`config.mk`:
```
export PLATFORM = sky130hd
export DESIGN_NAME = camera_frame_deframer_rgb565_core
export DESIGN_NICKNAME = d
export VERILOG_FILES = /design/src/hdl/cfdr_pkg.sv /design/src/hdl/cfdr_parser.sv /design/src/hdl/cfdr_out_reg.sv /design/src/hdl/camera_frame_deframer_rgb565_core.sv
export SDC_FILE = /design/constraint.sdc
export NUM_CORES = 1
export LEC_CHECK = 0
export BUFFER_PORTS_ARGS = -buffer_cell sky130_fd_sc_hd__buf_2
export CAP_MARGIN = 15
export CORE_MARGIN = 5
export CORE_UTILIZATION = 39
export CTS_BUF_LIST = sky130_fd_sc_hd__clkbuf_4
export CTS_CLUSTER_SIZE = 24
export DETAILED_ROUTE_END_ITERATION = 16
export PLACE_DENSITY = 0.64
export SETUP_SLACK_MARGIN = 0.5
export SYNTH_ARGS = -nofsm -noshare
export SYNTH_HDL_FRONTEND = slang
export SYNTH_HIERARCHICAL = 1
export SYNTH_SLANG_ARGS = --single-unit
export TNS_END_PERCENT = 50
```
`constraint.sdc`:
```
create_clock -name clk -period 6.55 [get_ports clk]
set_clock_uncertainty 0.2 [all_clocks]
set_input_delay 0 -clock clk [delete_from_list [all_inputs] [get_ports clk]]
set_output_delay 0 -clock clk [all_outputs]
set_load 0.01 [all_outputs]
```
`src/hdl/cfdr_pkg.sv`:
```
`timescale 1ns / 1ps

package cfdr_pkg;

  localparam int ByteW = 8;
  localparam int PixelW = 16;
  localparam int WidthW = 16;
  localparam int FrameNumW = 16;
  localparam int CfgIndexW = 2;
  localparam int OutDataW = 40;

  localparam logic [ByteW-1:0] SyncFill = 8'hFF;
  localparam logic [ByteW-1:0] SyncMark = 8'h01;
  localparam logic [1:0] SyncRunFull = 2'd3;
  localparam logic [2:0] HeaderLast = 3'd4;

  localparam logic [ByteW-1:0] LineCountReset = 8'd48;
  localparam logic [ByteW-1:0] LinePrefixReset = 8'd12;
  localparam logic [ByteW-1:0] TrailerReset = 8'd6;
  localparam logic [WidthW-1:0] FrameWidthReset = 16'd128;

  localparam logic [CfgIndexW-1:0] RegLineCount = 2'd0;
  localparam logic [CfgIndexW-1:0] RegLinePrefix = 2'd1;
  localparam logic [CfgIndexW-1:0] RegTrailer = 2'd2;

  typedef struct packed {
    logic [ByteW-1:0] line_count;
    logic [ByteW-1:0] line_prefix_bytes;
    logic [ByteW-1:0] trailer_bytes;
  } cfg_t;

  typedef struct packed {
    logic [FrameNumW-1:0] frame_number;
    logic [ByteW-1:0] packet_format;
    logic frame_end;
    logic line_end;
    logic [PixelW-1:0] pixel_rgb565;
  } result_t;

  function automatic logic [PixelW-1:0] gray_to_rgb565(input logic [ByteW-1:0] g);
    gray_to_rgb565 = {g[7:3], g[7:2], g[7:3]};
  endfunction

endpackage

```
`src/hdl/cfdr_parser.sv`:
```
`timescale 1ns / 1ps

module cfdr_parser (
  input  logic                   clk,
  input  logic                   rst,
  input  logic                   step,
  input  logic [7:0]             stream_byte,
  input  cfdr_pkg::cfg_t         cfg,
  output logic                   emit,
  output cfdr_pkg::result_t      result
);
  import cfdr_pkg::*;

  typedef enum logic [2:0] {
    PH_HUNT,
    PH_HEADER,
    PH_PREFIX,
    PH_PIXELS,
    PH_TRAILER
  } phase_t;

  phase_t               phase, phase_next;
  logic [1:0]           sync_run, sync_run_next;
  logic [2:0]           header_index, header_index_next;
  logic [WidthW-1:0]    frame_width, frame_width_next;
  logic [ByteW-1:0]     line_index, line_index_next;
  logic [WidthW-1:0]    byte_index, byte_index_next;
  logic [ByteW-1:0]     format_id, format_id_next;
  logic [FrameNumW-1:0] frame_counter, frame_counter_next;

  logic [WidthW-1:0]    byte_inc;
  logic [ByteW-1:0]     line_inc;
  logic                 line_end, frame_end;

  function automatic phase_t line_start(input logic [WidthW-1:0] w,
                                        input logic [ByteW-1:0] li,
                                        input cfg_t c);
    if (w == '0 || li >= c.line_count) begin
      line_start = (c.trailer_bytes != '0) ? PH_TRAILER : PH_HUNT;
    end else if (c.line_prefix_bytes != '0) begin
      line_start = PH_PREFIX;
    end else begin
      line_start = PH_PIXELS;
    end
  endfunction

  assign byte_inc = byte_index + WidthW'(1);
  assign line_inc = line_index + ByteW'(1);

  always_comb begin
    phase_next = phase;
    sync_run_next = sync_run;
    header_index_next = header_index;
    frame_width_next = frame_width;
    line_index_next = line_index;
    byte_index_next = byte_index;
    format_id_next = format_id;
    frame_counter_next = frame_counter;
    line_end = 1'b0;
    frame_end = 1'b0;
    unique case (phase)
      PH_HUNT: begin
        if (stream_byte == SyncFill) begin
          if (sync_run != SyncRunFull) begin
            sync_run_next = sync_run + 2'd1;
          end
        end else if (stream_byte == SyncMark && sync_run == SyncRunFull) begin
          sync_run_next = '0;
          header_index_next = '0;
          phase_next = PH_HEADER;
        end else begin
          sync_run_next = '0;
        end
      end
      PH_HEADER: begin
        if (header_index == 3'd0) begin
          format_id_next = stream_byte;
        end else if (header_index == 3'd1) begin
          frame_width_next = {frame_width[15:8], stream_byte};
        end else if (header_index == 3'd2) begin
          frame_width_next = {stream_byte, frame_width[7:0]};
        end
        if (header_index >= HeaderLast) begin
          header_index_next = '0;
          frame_counter_next = frame_counter + FrameNumW'(1);
          line_index_next = '0;
          byte_index_next = '0;
          sync_run_next = '0;
          phase_next = line_start(frame_width, '0, cfg);
        end else begin
          header_index_next = header_index + 3'd1;
        end
      end
      PH_PREFIX: begin
        if (byte_inc >= {8'd0, cfg.line_prefix_bytes}) begin
          byte_index_next = '0;
          phase_next = PH_PIXELS;
        end else begin
          byte_index_next = byte_inc;
        end
      end
      PH_PIXELS: begin
        if (byte_inc >= frame_width) begin
          line_end = 1'b1;
          frame_end = (line_inc >= cfg.line_count);
          line_index_next = line_inc;
          byte_index_next = '0;
          sync_run_next = '0;
          phase_next = line_start(frame_width, line_inc, cfg);
        end else begin
          byte_index_next = byte_inc;
        end
      end
      PH_TRAILER: begin
        if (byte_inc >= {8'd0, cfg.trailer_bytes}) begin
          byte_index_next = '0;
          sync_run_next = '0;
          phase_next = PH_HUNT;
        end else begin
          byte_index_next = byte_inc;
        end
      end
      default: begin
        byte_index_next = '0;
        sync_run_next = '0;
        phase_next = PH_HUNT;
      end
    endcase
  end

  assign emit = (phase == PH_PIXELS);
  assign result.pixel_rgb565 = gray_to_rgb565(stream_byte);
  assign result.line_end = line_end;
  assign result.frame_end = frame_end;
  assign result.packet_format = format_id;
  assign result.frame_number = frame_counter;

  always_ff @(posedge clk) begin
    if (rst) begin
      phase <= PH_HUNT;
      sync_run <= '0;
      header_index <= '0;
      frame_width <= FrameWidthReset;
      line_index <= '0;
      byte_index <= '0;
      format_id <= '0;
      frame_counter <= '0;
    end else if (step) begin
      phase <= phase_next;
      sync_run <= sync_run_next;
      header_index <= header_index_next;
      frame_width <= frame_width_next;
      line_index <= line_index_next;
      byte_index <= byte_index_next;
      format_id <= format_id_next;
      frame_counter <= frame_counter_next;
    end
  end

endmodule

```
`src/hdl/cfdr_out_reg.sv`:
```
`timescale 1ns / 1ps

module cfdr_out_reg (
  input  logic                          clk,
  input  logic                          rst,
  input  logic                          load,
  input  cfdr_pkg::result_t             result,
  output logic                          ready,
  output logic                          m_tvalid,
  input  logic                          m_tready,
  output logic [cfdr_pkg::OutDataW-1:0] m_tdata,
  output logic                          m_tlast,
  output logic                          m_tuser
);
  import cfdr_pkg::*;

  result_t held;

  assign ready = !m_tvalid || m_tready;

  always_ff @(posedge clk) begin
    if (rst) begin
      m_tvalid <= 1'b0;
    end else if (load) begin
      m_tvalid <= 1'b1;
    end else if (m_tready) begin
      m_tvalid <= 1'b0;
    end
  end

  always_ff @(posedge clk) begin
    if (load) begin
      held <= result;
    end
  end

  assign m_tdata = {held.frame_number, held.packet_format, held.pixel_rgb565};
  assign m_tlast = held.line_end;
  assign m_tuser = held.frame_end;

endmodule

```
`src/hdl/camera_frame_deframer_rgb565_core.sv`:
```
`timescale 1ns / 1ps

// Deframes a camera byte stream: it hunts for three or more 0xFF bytes followed by 0x01,
// reads a five-byte header (data id, width, height), and then for each configured line
// skips the line prefix and turns each gray byte into one RGB565 pixel transaction, with
// tlast on the last pixel of a line and tuser on the last pixel of a frame. One byte is
// taken every clock cycle while the output does not stall; a byte passes through an input
// register and the parser into the output register, which offers its pixel. Backpressure
// stalls input only when a pixel byte waits and the output register is full and not drained.
module camera_frame_deframer_rgb565_core (
  input  logic                           clk,
  input  logic                           rst,
  input  logic                           s_tvalid,
  output logic                           s_tready,
  input  logic [cfdr_pkg::ByteW-1:0]     s_tdata,   // stream_byte
  output logic                           m_tvalid,
  input  logic                           m_tready,
  output logic [cfdr_pkg::OutDataW-1:0]  m_tdata,   // pixel_rgb565, packet_format, frame_number
  output logic                           m_tlast,   // line_end
  output logic                           m_tuser,   // frame_end
  input  logic                           cfg_we,
  input  logic [cfdr_pkg::CfgIndexW-1:0] cfg_index,
  input  logic [cfdr_pkg::ByteW-1:0]     cfg_data
);
  import cfdr_pkg::*;

  cfg_t             cfg;
  logic             in_valid;
  logic [ByteW-1:0] in_byte;
  logic             emit;
  logic             out_ready;
  logic             advance;
  result_t          result;

  always_ff @(posedge clk) begin
    if (rst) begin
      cfg.line_count <= LineCountReset;
      cfg.line_prefix_bytes <= LinePrefixReset;
      cfg.trailer_bytes <= TrailerReset;
    end else if (cfg_we) begin
      if (cfg_index == RegLineCount) begin
        cfg.line_count <= cfg_data;
      end else if (cfg_index == RegLinePrefix) begin
        cfg.line_prefix_bytes <= cfg_data;
      end else if (cfg_index == RegTrailer) begin
        cfg.trailer_bytes <= cfg_data;
      end
    end
  end

  assign advance = in_valid && (!emit || out_ready);
  assign s_tready = !in_valid || advance;

  always_ff @(posedge clk) begin
    if (rst) begin
      in_valid <= 1'b0;
    end else if (s_tready) begin
      in_valid <= s_tvalid;
    end
  end

  always_ff @(posedge clk) begin
    if (s_tvalid && s_tready) begin
      in_byte <= s_tdata;
    end
  end

  cfdr_parser u_parser (
    .clk         (clk),
    .rst         (rst),
    .step        (advance),
    .stream_byte (in_byte),
    .cfg         (cfg),
    .emit        (emit),
    .result      (result)
  );

  cfdr_out_reg u_out (
    .clk      (clk),
    .rst      (rst),
    .load     (advance && emit),
    .result   (result),
    .ready    (out_ready),
    .m_tvalid (m_tvalid),
    .m_tready (m_tready),
    .m_tdata  (m_tdata),
    .m_tlast  (m_tlast),
    .m_tuser  (m_tuser)
  );

  a_frame_end_on_line_end: assert property (@(posedge clk) disable iff (rst)
    m_tvalid |-> (!m_tuser || m_tlast))
    else $error("frame end without line end");

  a_input_captured: assert property (@(posedge clk) disable iff (rst)
    (s_tvalid && s_tready) |=> in_valid)
    else $error("accepted byte not held in input register");

  a_no_overwrite: assert property (@(posedge clk) disable iff (rst)
    (m_tvalid && !m_tready) |-> !(advance && emit))
    else $error("pending pixel overwritten");

endmodule
```
==> flow_summary.toml, run 1 <==
[detailed_routing]
drc = 0
dr.pass1.iters = 4
via_count = 5343
wire_per_inst_um = 14.4
wirelength_um = 15000
drt_iter0_drc = 311
ant_nets = 0
vias_per_cell = 5.11

[sta]
slew_viol_final = 0
hold_ws_ns = 0.113
max_freq_mhz = 260
setup_violations = 0
final.min_clock_period_ns = 3.85
rsz0062_at_grt = "no"
worst_slew_pin_slew_ns = 1.18
tns_ns = 0
hold_violations = 0
min_period_over_period_pct = 58.8
slew_headroom_pct = 19.6

[logic_synthesis]
synth_seq_cells = 148
syn_area_sq_um = 7240
async_flop_share_pct = 0
synth.distinct_cells = 67
synth_edf_count = 50
synth.largest_area_cell = "dfxtp_1"
synthTopCellsByArea = "dfxtp_1, edfxtp_1, ha_1, mux2i_1, nor2_1"
yosysWarnings = 6
synth_nets = 790
synth_ff_type = "dfxtp_1"
syn_area_per_cell_sq_um = 10.1
synth_top_area_share_pct = 27.1
synth-seq-area-share_pct = 47.8
syn_inst = 720

[worst_setup_path]
crit_type = "reg2reg"
end_kind = "flip-flop"
start_kind = "flip-flop"
r2r-start = "u_parser/byte_index[0]"
arrival_ns = 4.11
cp.required_ns = 6.81
critPathLaunch = "u_parser/byte_index[0]"
worst-path-max-fanout = 16

[cts]
numClockSinks = 148
cts_hold_buf = 40
ctsResizeCount = 0
clk_pin_slew_ns = 0.12
cts-root-buf = "clkbuf_4"
cts_setup_buffers = 0
clockBufferDepth = 2
cts_buffers = 17
cts_tree = "built"
clk_latency_ns = 0.55
htree_levels = 4

[global_route]
track_usage_pct = 14.2
grt_pass1_vias = 5110
grt.overflow.total = 0
grt_pass1_wl_um = 25200
antenna_found_initial = 1
grt_max_degree = 108

[layout]
final_cell_mix = "dfxtp_1, nor2_1, buf_2, inv_1, edfxtp_1"
layout.nets = 872
final_cells = 1045
final_common_cell = "dfxtp_1"
drive_gt1_share_pct = 14.6
final_util_pct = 46.0
syn_to_final_growth_pct = 15.2

[placement]
place_inst = 972
dp.final_hpwl_um = 10300
portBuffers = 66
place_congestion = 0.808

[worst_hold_path]
hp-class = "in2reg"
worstHoldStart = "cfg_data[2]"

[power_and_ir_drop]
peakVddDrop_mv = 0.155
p_total_uw = 1660
power_density_nw_per_um2 = 199
p_leak_uw = 0.00346

[floorplan]
die_area_sq_um = 21400
die_h_um = 146
start_util_pct = 39.9
core_area_sq_um = 18100
io_pins = 67
die_w_um = 146
row_count = 49

[job]
maxCapViolCount = 0

[outcome]
status = "finished clean"
[logic make-up (layout without fill, tap and decap cells)]
| logic type | after synthesis | in the layout | share of synthesized area (%) |
|---|---|---|---|
| adder cells (fa/ha/maj) | 47 | 47 | 8.12 |
| AO/OA/AOI/OAI | 97 | 97 | 9.29 |
| AND/OR/NAND/NOR | 254 | 254 | 18.5 |
| multiplexers | 45 | 45 | 6.24 |
| flip-flops | 148 | 148 | 47.8 |
| buffers and inverters | 96 | 191 | 6.05 |
| XOR/XNOR | 33 | 33 | 3.99 |
| other | 0 | 1 | 0 |
[path summary, 6_finish.rpt]
path	to	slack [ns]	depth (start not counted)
worst max register to register	u_parser/byte_index[10]	2.70	13
worst min-delay path	cfg[10]	0.11	4
worst min register to register	u_out/m_tdata[22]	0.24	0
worst max-delay path	u_parser/byte_index[10]	2.70	13
[synthesized netlist by cell type (3+ instances only)]
library cell / n
dfxtp_1: 98
a21boi_0: 3
a21o_1: 4
a22oi_1: 14
or3_1: 4
or2_2: 4
nor3_1: 5
buf_4: 19
a22o_1: 4
nand2b_1: 28
clkbuf_1: 19
and2_1: 5
xor2_1: 22
nor2b_1: 5
nand3_1: 30
and4_1: 3
nand3b_1: 6
nor2_1: 83
xnor2_1: 11
a31oi_1: 3
nand2_1: 30
edfxtp_1: 50
a211oi_1: 3
a21oi_1: 29
o21ai_0: 16
nor4_1: 15
buf_2: 3
ha_1: 47
mux2i_1: 44
and3_1: 6
inv_1: 51
nand4_1: 14
[power by group]
group          switching (uW)  internal [uW]
Sequential               13.6            956
Combinational            32.1           35.2
Clock                     345            281
Total                     391           1270
[area by class of cell]
cell class	instances	area [sq um]
tap	229	287
multi-input combinational	476	3340
inverter	52	195
timing repair buffer	107	738
clock inverter	13	170
fill	1686	9810
clock buffer	19	143
antenna	1	2.50
sequential	148	3460
[critical path: stages, from the launching register on]
cell and delay, ns:
dfxtp_1 0.54, ha_1 0.39, nand3_1 0.24, nor2_1 0.18, xor2_1 0.21, ha_1 0.28
and4_1 0.18, o21ai_0 0.08, a21oi_1 0.08, or4_1 0.47, a21o_1 0.26, a21oi_4 0.41
nand2_1 0.10, a21oi_1 0.14
[metal layers]
metal  wire [um]  vias up  global-route usage (%)
met5           0        -                       0
met4         155        0                    4.05
met3         617       12                    3.75
met2        6900       98                    22.6
met1        7340     2536                    19.2
li1            -     2697                       -
[flip-flops by register name, indices dropped and copies added (netlist names)]
register,count
in_byte,8
u_parser/phase,3
u_parser/header_index,3
u_parser/line_index,8
cfg,24
in_valid,1
u_parser/sync_run,2
u_parser/byte_index,16
u_out/m_tvalid,1
u_out/m_tlast,1
u_parser/format_id,8
u_out/m_tdata,40
u_parser/frame_counter,16
u_out/m_tuser,1
u_parser/frame_width,16
[metrics by stage]
stage,area [sq um],setup slack [ns]
2_1_floorplan,7240,3.16
5_1_grt,8340,2.38
4_1_cts,8340,2.72
3_3_place_gp,7630,2.79
6_report,8340,2.70
3_5_place_dp,7630,2.75
Note: power is estimated with default switching activity, not from simulation.
==> run 2, diff against run 1 <==
Settings changed: PLACE_DENSITY 0.64 to 0.66.
Clock period 6.55 ns to 3.1 ns, I/O delays scaled along.
==> run 2 against run 1 <==
  * Non-clock buffer count increased by 89
  * The flow now finishes with violations (setup timing)
  * Sequential share of layout area down 4.2 points
  * Core utilization increased by 5.4 points
  * Clock-buffer cell count down 2
  * Critical endpoint is now u_parser/line_index[0]
  * Die area did not move
  * Power up 100%
  * Sequential power rose by 110%
  * Wire length up 10%
  * Register-to-register slack worse by 3.0 ns
  * Cell count rose by 8.5%
  * First-iteration DRC count is 7.1% higher
  * Largest cell class is now multi-input gates
==> flow_summary.toml, run 2 (synthesis results as in run 1) <==
[outcome]
status = "complete, but fails checks"
failed_checks = "setup timing"

[worst_hold_path]
min_to = "u_out/m_tvalid"
worstHoldStart = "m_tready"
hp-class = "in2reg"
holdPathStages = 4

[worst_setup_path]
r2r-start = "u_parser/byte_index[3]"
arrival_ns = 3.66
end_kind = "flip-flop"
worst-path-max-fanout = 8
start_kind = "flip-flop"
path_cells = "nand4_1 -> buf_4 -> buf_6 -> nor3_4 -> xor2_2 -> ha_4 -> a21oi_2 -> o21ai_1 -> o211a_1 -> a2111oi_4 -> buf_4 -> nor4_4 -> buf_6 -> mux2_4"
slowest_stage = "a2111oi_4"
r2r-end = "u_parser/line_index[0]"
crit_type = "reg2reg"
cp.required_ns = 3.35
reg2reg_slack_ns = -0.31
cpPeakStageDelay_ns = 0.40
reg2reg_depth = 14

[global_route]
grt_pass1_wl_um = 27100
antenna_found_initial = 1
grt_max_degree = 63
grt_pass1_vias = 5545
track_usage_pct = 15.4
grt.overflow.total = 0

[cts]
cts-root-buf = "clkbuf_4"
cts_tree = "built"
htree_levels = 4
numClockSinks = 148
cts_buffers = 17
clk_pin_slew_ns = 0.15
clk_latency_ns = 0.55
clockBufferDepth = 2

[detailed_routing]
wirelength_um = 16500
drt_iter0_drc = 333
dr.pass1.iters = 5
wire_per_inst_um = 14.6
ant_nets = 0
vias_per_cell = 5.03
via_count = 5708
drc = 0

[layout]
final_common_cell = "dfxtp_1"
largest_reg_flops = 40
multi_input_area_sq_um = 3610
final_cell_mix = "dfxtp_1, nor2_1, buf_4, buf_2, inv_1"
layout.nets = 961
seq_area_sq_um = 3480
fill_cells = 1609
drive_gt1_share_pct = 27.7
syn_to_final_growth_pct = 28.7

[floorplan]
die_h_um = 146
row_count = 49
die_w_um = 146
start_util_pct = 39.9
die_area_sq_um = 21400
core_area_sq_um = 18100
io_pins = 67

[power_and_ir_drop]
peakVddDrop_mv = 0.180
p_leak_uw = 0.00402
power_density_nw_per_um2 = 357

[sta]
min_period_over_period_pct = 110
slew_headroom_pct = 32.1
worst_slew_pin_slew_ns = 1.02
setup_violations = 31
tns_ns = -7.36
rsz0062_at_grt = "yes"
final.min_clock_period_ns = 3.41
slew_viol_final = 0
setup_ws_ns = -0.311
hold_violations = 0
max_freq_mhz = 293

[placement]
post-place-ws_ns = -0.354
portBuffers = 66
place_congestion = 0.874
dp.final_hpwl_um = 11300

[job]
maxCapViolCount = 0
==> run 2: power breakdown <==
group,internal (uW),total [uW],switching [uW]
combinational,83.2,159,75.9
sequential,2020,2050,28.0
clock,339,1120,782
==> run 2: area by class of cell <==
class | count | area share [%]
Antenna cell | 1 | 0.0268
Clock buffer | 17 | 1.37
Clock inverter | 15 | 1.32
Inverter | 52 | 2.09
Multi-Input combinational cell | 476 | 38.8
Sequential cell | 148 | 37.3
Tap cell | 229 | 3.07
Timing Repair Buffer | 196 | 16.0
==> run 2: per-stage QoR <==
step	area (sq um)	total power (uW)	instances	hold slack (ns)	util, %
after global routing	9320	3470	1134	0.0588	51.4
after detailed placement	8160	2210	1036	-0.0219	44.9
after floorplan	7310	2170	720	-0.138	-
after CTS	9160	3350	1128	0.0188	50.5
final	9320	3330	1134	0.0729	51.4
after global placement	8160	2200	1036	-0.0212	44.9
==> run 2: what timing repair did <==
item | CTS | global route
setup buffers | 15 | 5
hold endpoints to repair | 59 | 0
pin swaps | 28 | 27
hold buffers | 44 | 0
setup endpoints to repair | 57 | 59
gates resized for setup | 37 | 31
cloned | 1 | 0
==> run 2: critical path, delay by kind of cell, from the launching register on <==
family,cells,cell delay [ns]
simple gates,3,0.44
compound gates,4,0.87
buf+inv,4,0.69
xor+xnor,1,0.22
flops,1,0.38
mux,1,0.26
fa+ha+maj,1,0.24
==> run 2: how the worst max path moves through the flow <==
stage | from | end | cells past startpoint
after floorplan | u_parser/byte_index[2] | u_parser/byte_index[0] | 13
after global placement | u_parser/byte_index[3] | u_parser/byte_index[10] | 14
after detailed placement | u_parser/byte_index[1] | u_parser/byte_index[10] | 14
after CTS | u_parser/byte_index[5] | u_parser/byte_index[6] | 15
after global routing | u_parser/byte_index[3] | u_parser/byte_index[2] | 14
final | u_parser/byte_index[3] | u_parser/line_index[0] | 14
==> run 2: metal layers <==
metal / up-vias / track usage, % / part of all wire (%)
li1: 2868 / - / -
met1: 2679 / 20.0 / 46
met2: 143 / 25.2 / 48
met3: 18 / 3.28 / 4.2
met4: 0 / 5.60 / 1.5
met5: - / 0 / 0
